**src/hw/rtl/rmsn_pkg.sv**
```systemverilog
// Package of the RMS normalizer: default sizes, register reset and controller states.
package rmsn_pkg;

  localparam int unsigned MaxLenDefault    = 64;
  localparam int unsigned DataWidthDefault = 16;
  localparam int unsigned EpsWidth         = 16;
  localparam logic [EpsWidth-1:0] EpsReset = 16'd17;

  typedef enum logic [2:0] {
    ST_LOAD,
    ST_MSDIV,
    ST_SQRT,
    ST_RD,
    ST_MUL,
    ST_PREP,
    ST_DIV,
    ST_OUT
  } state_e;

endpackage

```
**src/hw/rtl/rms_normalizer.sv**
```systemverilog
// RMS normalizer: buffers a vector, computes its RMS and emits the scaled elements.
//
// Input channel (sample_i, gain_i, final_req_i) and output channel (normalized_o,
// end_of_vector_o, truncated_o) use valid/stall: a transaction completes on a
// clock edge with valid high and stall low. epsilon_i is written when
// epsilon_we_i is high; the user must write it only while the block is idle,
// the block itself does not enforce this. The buffer holds MAX_LEN elements;
// later ones are dropped and flag truncated_o on every result of that vector.
// After the transaction marked final_req_i the block stalls its input, divides
// the square sum by the count (one quotient bit per cycle on a shared
// restoring divider), takes the square root (one root bit per step), then per
// element: buffer RAM read, multiply, round, divide on the same divider and
// hand-off to the output register. DV_W = 2*DATA_WIDTH + clog2(MAX_LEN+1),
// i.e. 39 at the defaults. The divider sets the rate.
// The output register decouples the sides: a stall on the output only holds
// the current result and delays the next one. Input is accepted again once the
// last result of the vector sits in the output register.
// Reset clears the sum, count, overflow flag and result valid and sets epsilon
// to 17; the buffer RAM is not cleared, each entry is written before it is read.
module rms_normalizer #(
  parameter int unsigned MAX_LEN    = rmsn_pkg::MaxLenDefault,
  parameter int unsigned DATA_WIDTH = rmsn_pkg::DataWidthDefault
) (
  input  logic                          clk_i,
  input  logic                          rst_ni,
  input  logic                          epsilon_we_i,
  input  logic [rmsn_pkg::EpsWidth-1:0] epsilon_i,
  input  logic                          in_valid_i,
  output logic                          in_stall_o,
  input  logic signed [DATA_WIDTH-1:0]  sample_i,
  input  logic signed [DATA_WIDTH-1:0]  gain_i,
  input  logic                          final_req_i,
  output logic                          out_valid_o,
  input  logic                          out_stall_i,
  output logic signed [DATA_WIDTH-1:0]  normalized_o,
  output logic                          end_of_vector_o,
  output logic                          truncated_o
);

  localparam int unsigned CNT_W  = $clog2(MAX_LEN + 1);
  localparam int unsigned AW     = (MAX_LEN > 1) ? $clog2(MAX_LEN) : 1;
  localparam int unsigned PROD_W = 2 * DATA_WIDTH;
  localparam int unsigned DV_W   = PROD_W + CNT_W;
  localparam int unsigned SQ_W   = DV_W + (DV_W % 2);
  localparam int unsigned RT_W   = SQ_W / 2;
  localparam int unsigned STEP_W = $clog2(DV_W + 1);
  localparam int unsigned EPS_W  = rmsn_pkg::EpsWidth;

  localparam logic [DV_W-1:0] MaxPos = DV_W'((1 << (DATA_WIDTH - 1)) - 1);
  localparam logic [DV_W-1:0] MaxNeg = DV_W'(1 << (DATA_WIDTH - 1));

  rmsn_pkg::state_e state_q, state_d;

  logic [EPS_W-1:0]  eps_q, eps_d;
  logic [DV_W-1:0]   sum_q, sum_d;
  logic [CNT_W-1:0]  cnt_q, cnt_d;
  logic              ovf_q, ovf_d;
  logic [CNT_W-1:0]  idx_q, idx_d;
  logic [STEP_W-1:0] step_q, step_d;

  logic [DV_W-1:0]   dnum_q, dnum_d;
  logic [RT_W-1:0]   drem_q, drem_d;
  logic [RT_W-1:0]   dvs_q, dvs_d;

  logic [SQ_W-1:0]   sval_q, sval_d;
  logic [RT_W+1:0]   srem_q, srem_d;
  logic [RT_W-1:0]   root_q, root_d;

  logic [PROD_W-1:0] mag_q, mag_d;
  logic              neg_q, neg_d;

  logic                  ov_q, ov_d;
  logic [DATA_WIDTH-1:0] res_q, res_d;
  logic                  eov_q, eov_d;
  logic                  trn_q, trn_d;

  // Divider step
  logic [RT_W:0]   rem_sh, rem_nx;
  logic            q_bit;
  assign rem_sh = {drem_q, dnum_q[DV_W-1]};
  assign q_bit  = (rem_sh >= {1'b0, dvs_q});
  assign rem_nx = q_bit ? (rem_sh - {1'b0, dvs_q}) : rem_sh;

  // Square root step
  logic [RT_W+1:0] s_rem_t, s_trial;
  logic            s_ge;
  assign s_rem_t = {srem_q[RT_W-1:0], sval_q[SQ_W-1 -: 2]};
  assign s_trial = {root_q, 2'b01};
  assign s_ge    = (s_rem_t >= s_trial);

  // Buffer
  logic                  ram_we;
  logic [AW-1:0]         ram_raddr;
  logic [PROD_W-1:0]     ram_rdata;
  logic signed [DATA_WIDTH-1:0] rd_x, rd_w;
  logic signed [PROD_W-1:0]     sq_in, prod;

  assign ram_raddr = idx_q[AW-1:0];
  assign rd_x      = ram_rdata[PROD_W-1 -: DATA_WIDTH];
  assign rd_w      = ram_rdata[DATA_WIDTH-1:0];
  assign sq_in     = sample_i * sample_i;
  assign prod      = rd_x * rd_w;

  rmsn_ram #(
    .WIDTH(PROD_W),
    .DEPTH(MAX_LEN)
  ) u_buf (
    .clk_i  (clk_i),
    .we_i   (ram_we),
    .waddr_i(cnt_q[AW-1:0]),
    .wdata_i({sample_i, gain_i}),
    .raddr_i(ram_raddr),
    .rdata_o(ram_rdata)
  );

  logic in_acc, out_free, room;
  assign in_acc   = in_valid_i && !in_stall_o;
  assign out_free = !ov_q || !out_stall_i;
  assign room     = (cnt_q < CNT_W'(MAX_LEN));
  assign ram_we   = in_acc && room;

  always_comb begin
    state_d = state_q;
    eps_d   = epsilon_we_i ? epsilon_i : eps_q;
    sum_d   = sum_q;
    cnt_d   = cnt_q;
    ovf_d   = ovf_q;
    idx_d   = idx_q;
    step_d  = step_q;
    dnum_d  = dnum_q;
    drem_d  = drem_q;
    dvs_d   = dvs_q;
    sval_d  = sval_q;
    srem_d  = srem_q;
    root_d  = root_q;
    mag_d   = mag_q;
    neg_d   = neg_q;
    ov_d    = ov_q && out_stall_i;
    res_d   = res_q;
    eov_d   = eov_q;
    trn_d   = trn_q;
    in_stall_o = (state_q != rmsn_pkg::ST_LOAD);

    unique case (state_q)
      rmsn_pkg::ST_LOAD: begin
        if (in_acc) begin
          if (room) begin
            sum_d = sum_q + DV_W'($unsigned(sq_in));
            cnt_d = cnt_q + 1'b1;
          end else begin
            ovf_d = 1'b1;
          end
          if (final_req_i) begin
            dnum_d  = sum_d;
            drem_d  = '0;
            dvs_d   = RT_W'(cnt_d);
            step_d  = '0;
            state_d = rmsn_pkg::ST_MSDIV;
          end
        end
      end
      rmsn_pkg::ST_MSDIV: begin
        dnum_d = {dnum_q[DV_W-2:0], q_bit};
        drem_d = rem_nx[RT_W-1:0];
        step_d = step_q + 1'b1;
        if (step_q == STEP_W'(DV_W - 1)) begin
          sval_d  = SQ_W'({dnum_q[DV_W-2:0], q_bit}) + SQ_W'(eps_q);
          srem_d  = '0;
          root_d  = '0;
          step_d  = '0;
          state_d = rmsn_pkg::ST_SQRT;
        end
      end
      rmsn_pkg::ST_SQRT: begin
        sval_d = {sval_q[SQ_W-3:0], 2'b00};
        srem_d = s_ge ? (s_rem_t - s_trial) : s_rem_t;
        root_d = {root_q[RT_W-2:0], s_ge};
        step_d = step_q + 1'b1;
        if (step_q == STEP_W'(RT_W - 1)) begin
          idx_d   = '0;
          state_d = rmsn_pkg::ST_RD;
        end
      end
      rmsn_pkg::ST_RD: begin
        state_d = rmsn_pkg::ST_MUL;
      end
      rmsn_pkg::ST_MUL: begin
        neg_d   = prod[PROD_W-1];
        mag_d   = prod[PROD_W-1] ? (PROD_W'(0) - $unsigned(prod)) : $unsigned(prod);
        state_d = rmsn_pkg::ST_PREP;
      end
      rmsn_pkg::ST_PREP: begin
        // numerator rounds half away from zero
        dnum_d  = DV_W'(mag_q) + DV_W'(root_q >> 1);
        drem_d  = '0;
        dvs_d   = root_q;
        step_d  = '0;
        state_d = rmsn_pkg::ST_DIV;
      end
      rmsn_pkg::ST_DIV: begin
        dnum_d = {dnum_q[DV_W-2:0], q_bit};
        drem_d = rem_nx[RT_W-1:0];
        step_d = step_q + 1'b1;
        if (step_q == STEP_W'(DV_W - 1)) begin
          state_d = rmsn_pkg::ST_OUT;
        end
      end
      rmsn_pkg::ST_OUT: begin
        if (out_free) begin
          ov_d  = 1'b1;
          eov_d = (idx_q == cnt_q - 1'b1);
          trn_d = ovf_q;
          priority if (root_q == '0) begin
            res_d = '0;
          end else if (neg_q) begin
            res_d = (dnum_q > MaxNeg) ? MaxNeg[DATA_WIDTH-1:0]
                                      : DATA_WIDTH'(DV_W'(0) - dnum_q);
          end else begin
            res_d = (dnum_q > MaxPos) ? MaxPos[DATA_WIDTH-1:0] : dnum_q[DATA_WIDTH-1:0];
          end
          if (idx_q == cnt_q - 1'b1) begin
            sum_d   = '0;
            cnt_d   = '0;
            ovf_d   = 1'b0;
            state_d = rmsn_pkg::ST_LOAD;
          end else begin
            idx_d   = idx_q + 1'b1;
            state_d = rmsn_pkg::ST_RD;
          end
        end
      end
      default: state_d = rmsn_pkg::ST_LOAD;
    endcase
  end

  always_ff @(posedge clk_i or negedge rst_ni) begin
    if (!rst_ni) begin
      state_q <= rmsn_pkg::ST_LOAD;
      eps_q   <= rmsn_pkg::EpsReset;
      sum_q   <= '0;
      cnt_q   <= '0;
      ovf_q   <= 1'b0;
      idx_q   <= '0;
      step_q  <= '0;
      ov_q    <= 1'b0;
    end else begin
      state_q <= state_d;
      eps_q   <= eps_d;
      sum_q   <= sum_d;
      cnt_q   <= cnt_d;
      ovf_q   <= ovf_d;
      idx_q   <= idx_d;
      step_q  <= step_d;
      ov_q    <= ov_d;
    end
  end

  always_ff @(posedge clk_i) begin
    dnum_q <= dnum_d;
    drem_q <= drem_d;
    dvs_q  <= dvs_d;
    sval_q <= sval_d;
    srem_q <= srem_d;
    root_q <= root_d;
    mag_q  <= mag_d;
    neg_q  <= neg_d;
    res_q  <= res_d;
    eov_q  <= eov_d;
    trn_q  <= trn_d;
  end

  assign out_valid_o     = ov_q;
  assign normalized_o    = res_q;
  assign end_of_vector_o = eov_q;
  assign truncated_o     = trn_q;

endmodule

```
**src/hw/rtl/rmsn_ram.sv**
```systemverilog
// Generic single-port-write, single-port-read RAM with registered read data.
module rmsn_ram #(
  parameter int unsigned WIDTH = 32,
  parameter int unsigned DEPTH = 64,
  localparam int unsigned AW = (DEPTH > 1) ? $clog2(DEPTH) : 1
) (
  input  logic             clk_i,
  input  logic             we_i,
  input  logic [AW-1:0]    waddr_i,
  input  logic [WIDTH-1:0] wdata_i,
  input  logic [AW-1:0]    raddr_i,
  output logic [WIDTH-1:0] rdata_o
);

  logic [WIDTH-1:0] mem_q [DEPTH];
  logic [WIDTH-1:0] rdata_q;

  always_ff @(posedge clk_i) begin
    if (we_i) begin
      mem_q[waddr_i] <= wdata_i;
    end
    rdata_q <= mem_q[raddr_i];
  end

  assign rdata_o = rdata_q;

endmodule

```
**config.mk**
```make
export PLATFORM = sky130hd
export DESIGN_NAME = rms_normalizer
export DESIGN_NICKNAME = d
export VERILOG_FILES = /design/src/hw/rtl/rmsn_pkg.sv /design/src/hw/rtl/rms_normalizer.sv /design/src/hw/rtl/rmsn_ram.sv
export SDC_FILE = /design/constraint.sdc
export NUM_CORES = 2
export LEC_CHECK = 0
export BUFFER_PORTS_ARGS = -buffer_cell sky130_fd_sc_hd__buf_2
export CORE_ASPECT_RATIO = 0.6
export CORE_MARGIN = 3
export CORE_UTILIZATION = 58
export CTS_CLUSTER_DIAMETER = 30
export CTS_CLUSTER_SIZE = 40
export DETAILED_ROUTE_END_ITERATION = 6
export PLACE_DENSITY = 0.74
export REMOVE_ABC_BUFFERS = 1
export SYNTH_ARGS = -nofsm -noshare
export SYNTH_HDL_FRONTEND = slang
export SYNTH_SLANG_ARGS = --single-unit
```
**constraint.sdc**
```tcl
create_clock -name clk_i -period 7.8 [get_ports clk_i]
set_clock_uncertainty 0.1 [all_clocks]
set_input_delay 1.17 -clock clk_i [delete_from_list [all_inputs] [get_ports clk_i]]
set_output_delay 1.17 -clock clk_i [all_outputs]
set_load 0.05 [all_outputs]
```
==> PnR_summary.wiki <==
{| class="wikitable"
! Metric !! Value
|-
| Result of the run || finished, violations left
|-
| Number of vias per cell after detailed routing || 6.61
|-
| Period minus WS final || 8.25 ns
|-
| Setup repair after global routing missed its margin || yes
|-
| Hold-fix buffers at CTS || 0
|-
| Placed wire-length estimate || 205 mm
|-
| Clk Tree Root Cell || clkbuf_16
|-
| Max-cap violations || 0
|-
| Worst-skew pair later-pin latency || roughly 0.87 ns
|-
| Most area-consuming cells after synthesis || edfxtp_1 (58%), mux4_2 (13%), fa_1 (8.6%)
|-
| Kind of end point of the critical path || register
|-
| Gate count of the mapped netlist || a little over 7000
|-
| Vias in the first global route || 70800
|-
| Number of buffers inserted during clock tree synthesis || 316
|-
| Slowest stage delay, CP || between 0.5 and 0.6 ns
|-
| Number of fill cells || 12300
|-
| Clock Path Buffers || 4
|-
| Path class of the lowest-slack min-delay path || primary input to async pin
|-
| Total congestion overflow || 0
|-
| Synthesis-to-finish area growth || 16.8%
|-
| Most numerous cell in the Yosys netlist || edfxtp_1
|-
| Layout cells sized above 1 || 0.268
|-
| GR Layer Usage met2 || 0.453
|-
| Total of warnings raised by yosys || 0
|-
| Worst-path fanout max || 5
|-
| Combined global-route utilization of all metal layers || 0.334
|-
| CP Launch Type || primary input
|-
| Worst hold slack || 0.108 ns
|-
| Critical-path cell with the highest stage delay || fa_1
|-
| Worst Tran Pin Value || 1.32 ns
|-
| Clock transition at the register clock pins on the worst setup and hold paths after CTS || approximately 0.05 ns
|-
| Number of storage elements in the synthesis netlist || 2370
|-
| Critical path class || primary input to register
|-
| Clock sinks || 2370
|-
| Cell area after technology mapping || between 0.1 and 0.15 mm^2
|-
| Initial antenna violation count || 34
|-
| H-tree levels || 5
|-
| Number of enable flip-flop cells after synthesis || 2258
|-
| Largest net degree at the start of global routing || about 140
|-
| Number of design rule violations left after detail routing || 0
|-
| Number of vias after detailed routing || 70300
|-
| Starting DRT DRC Count || 10500
|-
| Count of TritonRoute iterations in the first routing pass || 7
|-
| Mean post-synth cell area || around 16 um^2
|-
| Gr busiest metal || met1
|-
| Hold Fails Final Rpt || 0
|-
| Clock tree from TritonCTS || built
|-
| Cell type with the largest total area after synthesis || edfxtp_1
|-
| Filler-free cell count of the finished design || about 11000
|-
| # IOs || 74
|-
| First-pass GRT wire length || about 500 mm
|-
| Fmax || 121 MHz
|-
| Share of the synthesized area in the top cell type || 0.583
|-
| Buffers plus inverters on the worst setup path || 11
|-
| Site row count || ~130
|-
| Most frequent cells after synthesis || edfxtp_1 (2258), inv_1 (692), mux4_2 (672)
|-
| Failing checks || setup timing
|-
| Post-Place Cells || 9980
|-
| Total core area || 0.198 mm^2
|-
| Chip height || roughly 350 um
|-
| Final setup violation count || 31
|-
| Die outline area || 0.206 mm^2
|-
| Met3 usage in global routing || 0.155
|-
| GPL Wtd Cong || between 0.9 and 1
|-
| Wire length after detailed routing || 341 mm
|-
| Dominant register cell in the synthesized netlist || edfxtp_1
|-
| Die width || 584 um
|-
| Tightest slew margin relative to the limit || 0.118
|-
| Min setup slack post-route || -0.450 ns
|-
| CP most frequent cell || fa_1
|-
| Routed wirelength normalized by instance count || 32.1 um
|-
| Count of cell types in the netlist || approximately 80
|-
| Max-slew violations || 0
|-
| Share of the clock period used by the worst path after layout || 1.06
|-
| Starting density of the core || 0.587
|-
| Final sum of negative setup slack || -7.67 ns
|-
| Worst path required time || approximately 8.2 ns
|-
| Number of nets still failing antenna checks after routing || 0
|-
| Sequential cell area fraction in the yosys report || 0.606
|-
| Share of flip-flops with an asynchronous set or reset || 0.0338
|-
| GR Util met1 || 0.492
|-
| Number of buffers inserted by port buffering || 73
|-
| WP data arrival || just under 9 ns
|-
| Nets@finish || 8572
|-
| Top cell family by delay on the critical path || adder cells
|}
[routing by layer]
metal  wire length, um  up-vias  share of wire
met5               192        -        0.00056
met4              9450       28          0.028
met3             59300      731           0.17
met2            143000     5373           0.42
met1            130000    36100           0.38
li1                  -    28000              -
[stage by stage]
step | setup slack [ns] | utilization | cell area (um^2)
3_3_place_gp | -1.61 | 0.622 | 123000
6_report | -0.450 | 0.686 | 136000
2_1_floorplan | -13.34 | - | 115000
4_1_cts | -0.273 | 0.682 | 135000
3_5_place_dp | -1.73 | 0.622 | 123000
5_1_grt | -0.638 | 0.686 | 136000
[flip-flops by register name, summed over array words and instances (netlist names), 16 cells and up]
name and flops:
sval_q 40, mag_q 32, root_q 20, u_buf.rdata_o 32, dnum_q 39, drem_q 20
dvs_q 20, sum_q 39, normalized_o 16, eps_q 16, u_buf.mem_q 2048, srem_q 20
[timing repair]
item | 4_1_cts | 5_1_grt
setup buffers | 24 | 31
gates cloned | 1 | 0
hold endpoints to repair | 0 | 0
resized for setup | 162 | 148
setup endpoints to repair | 40 | 74
pin swaps | 77 | 72
[kinds of logic (layout without fill, tap and decap cells)]
| family | Yosys count | after routing | synth area share |
|---|---|---|---|
| AO/OA/AOI/OAI | 700 | 700 | 0.0385 |
| other | 0 | 20 | 0 |
| multiplexers | 736 | 736 | 0.136 |
| adder cells (fa/ha/maj) | 791 | 791 | 0.117 |
| flip-flops | 2370 | 2370 | 0.606 |
| buffers and inverters | 996 | 1875 | 0.0322 |
| AND/OR/NAND/NOR | 1263 | 1263 | 0.0511 |
| XOR/XNOR | 247 | 247 | 0.0186 |
[worst paths after layout]
check,to,slack [ns],cells after the start,startpoint
max,dnum_q[34]$_DFFE_PP_,-0.45,34,sample_i[8]
min,eps_q[3]$_DFFE_PN0P_,0.11,1,rst_ni
max reg2reg,mag_q[9]$_DFFE_PP_,0.21,25,u_buf.rdata_o[4]$_DFF_P_
min reg2reg,truncated_o$_DFFE_PP_,0.37,0,ovf_q$_DFFE_PN0P_
max in group asynchronous,idx_q[1]$_DFFE_PN0P_,6.16,2,rst_ni
min in group clk_i,truncated_o$_DFFE_PP_,0.37,0,ovf_q$_DFFE_PN0P_
[cell type report]
class	count	area, um^2	share of cell area
tap	2624	3280	0.0242
antenna	20	50.0	0.000369
clock buffer	334	8100	0.0597
sequential	2370	70500	0.519
multi-input combinational	3737	43500	0.320
inverter	693	2610	0.0192
timing repair buffer	609	4930	0.0363
clock inverter	239	2870	0.0211
[layout by cell type (no fill, tap or decap), drive strengths merged, types with 179 or more instances in the layout]
master / instances
a21oi: 179
buf: 606
clkbuf: 336
edfxtp: 2258
fa: 498
ha: 293
inv: 764
mux4: 672
nand2: 439
nor2: 333
Power is left out: the tool's default activity adds up to more than one toggle a clock period on the data nets, which glitch-free logic cannot reach.
